<file path="src/rtl/tcgr_pkg.sv">
// Shared types, constants and helper functions of the text console glyph renderer.
package tcgr_pkg;

  localparam int MAX_RESULTS   = 22;
  localparam int FALLBACK_SLOT = 63;
  localparam int PUNCT_ADVANCE = 5;
  localparam int PERIOD_ROW    = 7;
  localparam int GADDR_W       = 11;
  localparam logic [7:0] DOT_MASK   = 8'h06;
  localparam logic [7:0] CODE_PERIOD  = 8'h2E;
  localparam logic [7:0] CODE_COLON   = 8'h3A;
  localparam logic [7:0] CODE_NEWLINE = 8'h0A;

  typedef enum logic [1:0] {
    MODE_LOAD  = 2'd0,
    MODE_PRINT = 2'd1,
    MODE_HOME  = 2'd2,
    MODE_NONE  = 2'd3
  } mode_t;

  typedef enum logic [1:0] {
    OP_LOAD  = 2'd0,
    OP_PRINT = 2'd1,
    OP_HOME  = 2'd2
  } op_t;

  typedef enum logic [1:0] {
    CLS_GLYPH   = 2'd0,
    CLS_PERIOD  = 2'd1,
    CLS_COLON   = 2'd2,
    CLS_NEWLINE = 2'd3
  } cls_t;

  typedef enum logic [2:0] {
    B_IDLE   = 3'd0,
    B_ERASE  = 3'd1,
    B_GLYPH  = 3'd2,
    B_DOTS   = 3'd3,
    B_ADV    = 3'd4,
    B_SCROLL = 3'd5,
    B_CURSOR = 3'd6,
    B_DONE   = 3'd7
  } bstate_t;

  typedef enum logic [3:0] {
    CFG_WINDOW_WIDTH  = 4'd0,
    CFG_WINDOW_HEIGHT = 4'd1,
    CFG_START_COLUMN  = 4'd2,
    CFG_START_LINE    = 4'd3,
    CFG_ROW_PITCH     = 4'd4,
    CFG_FONT_COLOR    = 4'd5,
    CFG_BG_COLOR      = 4'd6,
    CFG_FONT_FLAGS    = 4'd7
  } cfg_idx_t;

  typedef struct packed {
    logic [1:0] mode;
    logic [7:0] char_code;
    logic [6:0] glyph_slot;
    logic [2:0] glyph_row;
    logic [7:0] glyph_bits;
  } item_t;

  typedef struct packed {
    logic        kind;
    logic [23:0] row_offset;
    logic [7:0]  byte_mask;
    logic [63:0] pixel_bytes;
    logic        last;
  } res_t;

  typedef struct packed {
    op_t                op;
    cls_t               cls;
    logic [GADDR_W-1:0] addr;
    logic [7:0]         bits;
  } cmd_t;

  typedef struct packed {
    logic [11:0] window_width;
    logic [11:0] window_height;
    logic [11:0] start_column;
    logic [11:0] start_line;
    logic [11:0] row_pitch;
    logic [7:0]  font_color;
    logic [7:0]  background_color;
    logic [2:0]  font_flags;
  } cfg_t;

  function automatic logic [63:0] fill_bytes(input logic [7:0] color, input logic [7:0] mask);
    logic [63:0] v;
    v = '0;
    for (int j = 0; j < 8; j++) begin
      if (mask[j]) v[8*j +: 8] = color;
    end
    return v;
  endfunction

  // colon dots sit on rows 1, 2, 5, 6
  function automatic logic [2:0] colon_row(input logic [1:0] idx);
    logic [2:0] r;
    case (idx)
      2'd0:    r = 3'd1;
      2'd1:    r = 3'd2;
      2'd2:    r = 3'd5;
      default: r = 3'd6;
    endcase
    return r;
  endfunction

endpackage

</file>
<file path="src/rtl/tcgr_front.sv">
// Front end: classifies requests and queues valid ones for the back end.
module tcgr_front #(
  parameter int GLYPH_HEIGHT = 8,
  parameter int GLYPH_SLOTS  = 78
) (
  input  logic           clk,
  input  logic           rst,
  input  logic           item_valid,
  output logic           item_stall,
  input  tcgr_pkg::item_t item,
  output logic           q_valid,
  input  logic           q_pop,
  output tcgr_pkg::cmd_t q_cmd
);

  tcgr_pkg::cmd_t q_mem [2];
  logic           wp, rp;
  logic [1:0]     count;

  tcgr_pkg::cmd_t cmd;
  logic           keep;
  logic           push;
  logic [6:0]     slot;

  always_comb begin
    slot = 7'(tcgr_pkg::FALLBACK_SLOT);
    if (item.char_code >= 8'h41 && item.char_code <= 8'h5A)
      slot = 7'(item.char_code - 8'h41);
    else if (item.char_code >= 8'h61 && item.char_code <= 8'h7A)
      slot = 7'(item.char_code - 8'h61 + 8'd26);
    else if (item.char_code >= 8'h30 && item.char_code <= 8'h39)
      slot = 7'(item.char_code - 8'h30 + 8'd52);
  end

  always_comb begin
    cmd      = '0;
    cmd.bits = item.glyph_bits;
    keep     = 1'b0;
    unique case (tcgr_pkg::mode_t'(item.mode))
      tcgr_pkg::MODE_LOAD: begin
        cmd.op   = tcgr_pkg::OP_LOAD;
        cmd.addr = tcgr_pkg::GADDR_W'(item.glyph_slot) * tcgr_pkg::GADDR_W'(GLYPH_HEIGHT)
                 + tcgr_pkg::GADDR_W'(item.glyph_row);
        keep     = (int'(item.glyph_slot) < GLYPH_SLOTS) && (int'(item.glyph_row) < GLYPH_HEIGHT);
      end
      tcgr_pkg::MODE_PRINT: begin
        cmd.op   = tcgr_pkg::OP_PRINT;
        cmd.addr = tcgr_pkg::GADDR_W'(slot) * tcgr_pkg::GADDR_W'(GLYPH_HEIGHT);
        keep     = 1'b1;
        if (item.char_code == tcgr_pkg::CODE_PERIOD)       cmd.cls = tcgr_pkg::CLS_PERIOD;
        else if (item.char_code == tcgr_pkg::CODE_COLON)   cmd.cls = tcgr_pkg::CLS_COLON;
        else if (item.char_code == tcgr_pkg::CODE_NEWLINE) cmd.cls = tcgr_pkg::CLS_NEWLINE;
        else                                               cmd.cls = tcgr_pkg::CLS_GLYPH;
      end
      tcgr_pkg::MODE_HOME: begin
        cmd.op = tcgr_pkg::OP_HOME;
        keep   = 1'b1;
      end
      default: keep = 1'b0;
    endcase
  end

  assign item_stall = (count == 2'd2);
  assign push       = item_valid && !item_stall && keep;
  assign q_valid    = (count != 2'd0);
  assign q_cmd      = q_mem[rp];

  always_ff @(posedge clk) begin
    if (push) q_mem[wp] <= cmd;
  end

  always_ff @(posedge clk) begin
    if (rst) begin
      wp    <= 1'b0;
      rp    <= 1'b0;
      count <= 2'd0;
    end else begin
      if (push) wp <= ~wp;
      if (q_pop) rp <= ~rp;
      count <= count + 2'(push) - 2'(q_pop);
    end
  end

endmodule

</file>
<file path="config.mk">
export PLATFORM = sky130hd
export DESIGN_NAME = tcgr_front
export DESIGN_NICKNAME = d
export VERILOG_FILES = /design/src/rtl/tcgr_pkg.sv /design/src/rtl/tcgr_front.sv
export SDC_FILE = /design/constraint.sdc
export NUM_CORES = 1
export LEC_CHECK = 0
export BUFFER_PORTS_ARGS = -buffer_cell sky130_fd_sc_hd__clkbuf_2
export CAP_MARGIN = 15
export CORE_MARGIN = 4
export CORE_UTILIZATION = 58
export CTS_BUF_LIST = sky130_fd_sc_hd__clkbuf_16
export DETAILED_ROUTE_END_ITERATION = 16
export PLACE_DENSITY_LB_ADDON = 0.2
export SETUP_SLACK_MARGIN = 0.02
export SLEW_MARGIN = 25
export SYNTH_ARGS = -nofsm -noshare
export SYNTH_HDL_FRONTEND = slang
export SYNTH_SLANG_ARGS = --single-unit
</file>
<file path="constraint.sdc">
create_clock -name clk -period 5.5 [get_ports clk]
set_clock_uncertainty 0.05 [all_clocks]
set_input_delay 0.55 -clock clk [delete_from_list [all_inputs] [get_ports clk]]
set_output_delay 0.55 -clock clk [all_outputs]
set_load 0.02 [all_outputs]
</file>
# Word level (Yosys, flattened, before mapping)
# Memories as Yosys holds them, arrays and structs flattened. A register that Yosys moved wholly into a read port is not among the register bits.
# Cells that the tools add are included.
# totals
reg_bits	4
ram_bits	46
in_bits	32
output_inout_bits	25
elab_cells	50
mem_count	1
# classes
addsub	8
n_lt_le_gt_ge	7
eq_ne	6
mux	14
n_bitwise	2
n_reduce_logical	9
# mem_list
name	depth	width	rd	rd_ports_with_merged_regs	wr	line	text
q_mem	2	23	1	1	1	tcgr_front.sv:16	tcgr_pkg::cmd_t q_mem [2];
# op_table
op	count
case mux 11 bit (2 select lines)	1
two-way mux 7 bit	3
== test 8 x 6 -> 1 bit, second input constant	2
>= comparator 8 x 7 -> 1 bit, second input constant	2
less-or-equal comparator 8 x 7 -> 1 bit, second input constant	2
subtractor 7 bit, second input constant	2
adder 10 x 3 -> 11 bit	1
== test 8 x 4 -> 1 bit, second input constant	1
>= comparator 8 x 6 -> 1 bit, second input constant	1
less-or-equal comparator 8 x 6 -> 1 bit, second input constant	1
two-way mux 2 bit	4
adder 7 x 5 -> 7 bit, second input constant	1
adder 7 x 6 -> 7 bit, second input constant	1
less-than comparator 7 bit, second input constant	1
subtractor 7 x 6 -> 7 bit, second input constant	1
logical AND 1 bit	5
== test 2 bit, second input constant	2
two-way mux 1 bit	4
case mux 2 bit (2 select lines)	1
adder 2 x 1 -> 2 bit	1
== test 2 x 1 -> 1 bit, second input constant	1
zero test 2 bit	1
NOT 1 bit	2
case mux 1 bit (2 select lines)	1
4 further kinds	4

# Depth between registers and ports, before layout
# depth
ltp_word	6
ltp_mapped	10
mapped_depth_nobuf	10

# Least setup slack after synthesis
# No wires, ideal clock.
# synth_path
kind	input -> register
start	input item[26] (netlist bit)
end	memory q_mem[0][0] (netlist bit), enable pin
setup_ns	0.401
t_arrival_ns	2.186
required_time_ns	5.049
slack_ns	2.863
path_stages	4
path_buffers	0
path_cell_list	ha_1 > nor3b_1 > o21ai_1 > nor2_1
# synth_between
elab_chain_len	6
# synth_rtl
item	line	text
start: declaration	tcgr_front.sv:10	input tcgr_pkg::item_t item,
== test 2 bit or == test 2 x 1 -> 1 bit (tied branches)	tcgr_front.sv:39	unique case (tcgr_pkg::mode_t'(item.mode))
OR reduction 2 bit (no line)	-	
case mux 1 bit (2 select lines) (*)	tcgr_front.sv:39	
logical AND 1 bit (*)	tcgr_front.sv:64	assign push = item_valid && !item_stall && keep;
two-way mux 1 bit (*)	tcgr_front.sv:69	if (push) q_mem[wp] <= cmd;
two-way mux 1 bit (not written as such) (*)	tcgr_front.sv:69	
end: declaration	tcgr_front.sv:16	
# Every way passes the cells marked *; elsewhere a longest branch is shown, timed or not.

# Final worst setup path
# layout_path
start	input item[26] (netlist bit)
end	register count[1]
# layout_between
elab_chain_len	6
# layout_rtl
item	line	text
== test 2 bit or == test 2 x 1 -> 1 bit (tied branches)	tcgr_front.sv:39	
OR reduction 2 bit (no line)	-	
case mux 1 bit (2 select lines) (*)	tcgr_front.sv:39	
logical AND 1 bit (*)	tcgr_front.sv:64	
adder 2 x 1 -> 2 bit (*)	tcgr_front.sv:80	count <= count + 2'(push) - 2'(q_pop);
subtractor 2 x 1 -> 2 bit (*)	tcgr_front.sv:80	
end signal: assignment	tcgr_front.sv:80	
end: declaration	tcgr_front.sv:18	logic [1:0] count;
# Marked as above.
# A chain may end at the register's enable or synchronous reset.

==> results.txt <==
* Buffer depth of the longest clock path: 2
* Launch point of the worst reg-to-reg path: count[1]
- After detailed routing, the average wire length per cell comes to 16.1 microns.
- Synthesis produced a netlist with a net count of 235.
- Most used cells in the layout excluding fill and tap cells: sky130_fd_sc_hd__clkbuf_2, sky130_fd_sc_hd__edfxtp_1, sky130_fd_sc_hd__mux2_2
- The number of antenna violations at the first check in global routing is 0.
- The worst hold path belongs to the class input pin to flip-flop.
* Vias: approximately 1600
- CTS root buf: sky130_fd_sc_hd__clkbuf_16
- Across the VDD grid, the largest voltage drop is 0.000156 V.
* Power per cell area: 310 mW/mm^2
- The worst register-to-register path has a depth of 9.
- The critical path in this run is classified as input pin to flip-flop.
- Number of placed instances, taps included: ~290
- Sorting the synthesized cells by area gives the leading types as sky130_fd_sc_hd__edfxtp_1, sky130_fd_sc_hd__mux2_2, sky130_fd_sc_hd__ha_1.
- Counting every sink on the clock net gives 49.
- RSZ-0062 raised after global routing: no
- Combined area of all synthesized cells: 0.00250 sq mm
- Count of antenna diodes in the layout: 0
- Sum of negative setup slack: 0 ps
* Number of library cell types mapped by synthesis: between 40 and 50
- The worst setup path is launched from an input pin.
- Worst hold start: item[1]
- Using the TritonRoute via totals, the vias-per-cell ratio works out to around 5.6.
- Area growth syn-to-layout: 17.7%
- From left edge to right edge, the die measures ~74 microns.
* Post-DP Area: 0.00279 sq mm
* DR pass1 iterations: 5
- At the end of the flow the core is filled with cells to 0.720.
* Clock latency of the later-clocked register in the worst-skew pair: 280 ps
- CP max stage delay: ~430 ps
* Data arrival time of the worst path: 2590 ps
- Worst hold stages: 1
- Maximum number of pins on one net before global-route repair: 23
* Detailed router's first-iteration violation count: between 100 and 150
- In this run the tool buffered the top-level ports with 55 buffer cells.
- Antenna violation net count after detailed routing: 0
- In this run the number of H-tree levels came out at 2.
* Portion of the post-synthesis area used by sequential elements: 0.568
- Number of buffers inserted for hold repair after clock tree synthesis: 0
- The cell family contributing the most delay on the critical path is adder cells.
- Vert. Die Dim: 73.7 microns
- The synthesized design contains 49 register bits.
- Of the cells placed in the final design, the portion with a size suffix greater than 1 is 0.361.
- The number of global-route vias before repair is 1617.
* Detailed-route DRC error count: 0
- Leakage power of the design: 1.17 nW
* Status: complete, no violations
- The die covers 0.00543 sq mm.
- Count of mapped cells out of synthesis: about 190
* Starting Density: 0.612
- Routability-driven placement finished with a final weighted congestion of about 0.95.
- After floorplanning, the core was sized to cover 0.00409 sq mm.
- In this run the worst path has a maximum fanout of 11.
- Share of the clock period used by the worst path: 0.449
- The final number of hold-violating endpoints is 0.
- The critical path contains buffers and inverters numbering 3 combined.
- For this run, the number of Yosys warnings is 0.
- TritonCTS clock tree: yes
* Leftover overflow at the end of global routing: 0
* Number of resized instances in the post-cts repair step: 0
* Cell Chain, Critical Path: clkbuf_2 -> inv_1 -> ha_1 -> a21boi_1 -> o21ai_1 -> ha_1 -> inv_1 -> ha_1 -> xor2_1 -> xnor2_1 -> nor2_1
- Slowest CP cell: sky130_fd_sc_hd__o21ai_1
* Number of placed I/O pins: between 50 and 60
- Final layout net count: 289
* Post-Layout Inst Area: just under 0.003 sq mm
- By instance count, the cell type seen most on the critical path is sky130_fd_sc_hd__ha_1.
- Worst Setup Slack post-DPL: 2550 ps
* Slew headroom: 0.385
- Once the clock tree was built, the setup fixing pass inserted 0 buffers.
- Derived from the worst setup path, the maximum achievable clock frequency is 405 MHz.
- Worst reg2reg path endpoint: count[1]
* Routed Wire Length: ~4700 microns
- After clock tree synthesis, the clock-pin slew on the worst setup and hold paths is 60 ps.
* Share of the synthesized area in the top cell type: 0.528
- Across every metal layer, demand over resource in global routing totals 0.186.
* Setup ws final: 3030 ps
- Synthesized area per cell: roughly 13 sq um
* Beginning of the critical path: item[26]
* Smallest hold slack: 411 ps
- Leading area contributor after synthesis: sky130_fd_sc_hd__edfxtp_1
- Worst Hold Endpoint: q_mem[1][1]
- Pins over their slew limit: 0
- Setup slack, reg-to-reg: 3320 ps
- In this run the core area contains 23 standard-cell rows.
* Clock buffers created by TritonCTS: 5
* Final setup violation count: 0
- Minimum period implied by the final worst setup slack: 2470 ps
- Critical path data required time: 5620 ps
- Most frequent standard cell in the layout excluding fill and tap cells: sky130_fd_sc_hd__clkbuf_2
- Power comes to approximately 910 uW.
- Excluding fillers, the count of instances in the completed layout stands at 294.
* Worst slew pin tran: approximately 900 ps
* Global-route wire length before repair: approximately 7600 microns
- Once detailed placement completed, the half-perimeter wirelength came to ~3400 microns.
- The worst setup path is captured at a flip-flop.
- # Max-Cap Violations: 0
==> cell families (layout without fill, tap and decap cells) <==
group / after synthesis / after routing / share of synthesized area
buffers and inverters: 19 / 74 / 0.0365
AO/OA/AOI/OAI: 22 / 22 / 0.0745
multiplexers: 24 / 24 / 0.107
flip-flops: 49 / 49 / 0.568
XOR/XNOR: 10 / 10 / 0.0350
adder cells (fa/ha/maj): 14 / 14 / 0.0700
other: 1 / 1 / 0.00150
AND/OR/NAND/NOR: 50 / 50 / 0.107
==> power by group <==
| part | total [mW] | internal, mW | switching (mW) |
|---|---|---|---|
| combinational | 0.178 | 0.0741 | 0.104 |
| clock | 0.277 | 0.165 | 0.112 |
| sequential | 0.456 | 0.440 | 0.0164 |
==> worst reg2reg max path: cells and delay by family, from the launching register on <==
kind / cells / cell delay (ps)
AO/OA/AOI/OAI: 1 / 290
AND/OR/NAND/NOR: 3 / 550
flip-flops: 1 / 320
adder cells (fa/ha/maj): 2 / 520
buffers and inverters: 1 / 40
XOR/XNOR: 2 / 300
==> area by class of cell <==
class | count | area, sq um
Clock buffer | 5 | 125
Clock inverter | 3 | 15.0
Fill cell | 281 | 1140
Inverter | 11 | 41.3
Multi-Input combinational cell | 121 | 1000
Sequential cell | 49 | 1420
Tap cell | 50 | 62.6
Timing Repair Buffer | 55 | 275
==> cells in the mapped netlist, drive strengths merged <==
| cell type | count |
|---|---|
| or2 | 1 |
| nor3b | 2 |
| and4b | 1 |
| conb | 1 |
| a2111o | 1 |
| nand4 | 1 |
| inv | 11 |
| nor2 | 11 |
| dfxtp | 5 |
| nand3 | 7 |
| o21ai | 1 |
| o311a | 1 |
| clkbuf | 2 |
| and2 | 5 |
| nand3b | 1 |
| buf | 6 |
| nand4b | 1 |
| xnor2 | 9 |
| a311o | 3 |
| mux2 | 22 |
| a21o | 1 |
| xor2 | 1 |
| a21oi | 3 |
| nor4bb | 1 |
| nor2b | 3 |
| o31a | 3 |
| a21boi | 1 |
| or4 | 1 |
| edfxtp | 44 |
| a32o | 5 |
| a31oi | 1 |
| nand2 | 11 |
| nor3 | 2 |
| mux2i | 2 |
| a2bb2oi | 1 |
| nand4bb | 1 |
| nor4 | 1 |
| o311ai | 1 |
| ha | 14 |
==> metal layers <==
metal / up-vias / wire length (microns) / GRT usage
li1: 812 / - / -
met1: 773 / 2050 / 0.230
met2: 45 / 2390 / 0.323
met3: 2 / 253 / 0.0301
met4: 0 / 41 / 0.0785
met5: - / 0 / 0
==> state kept, by name, summed over array words and instances (netlist names), named ones only <==
name,count
q_mem,44
count,2
rp,1
wp,1
==> worst max-delay path by stage <==
stage	to	depth (start not counted)
5_1_grt	count[1]	11
3_5_place_dp	q_mem[0][10]	6
3_3_place_gp	q_mem[1][9]	6
6_report	count[1]	11
4_1_cts	q_mem[0][12]	6
2_1_floorplan	q_mem[0][0]	4
No activity file was read; power rests on OpenSTA's default activity.
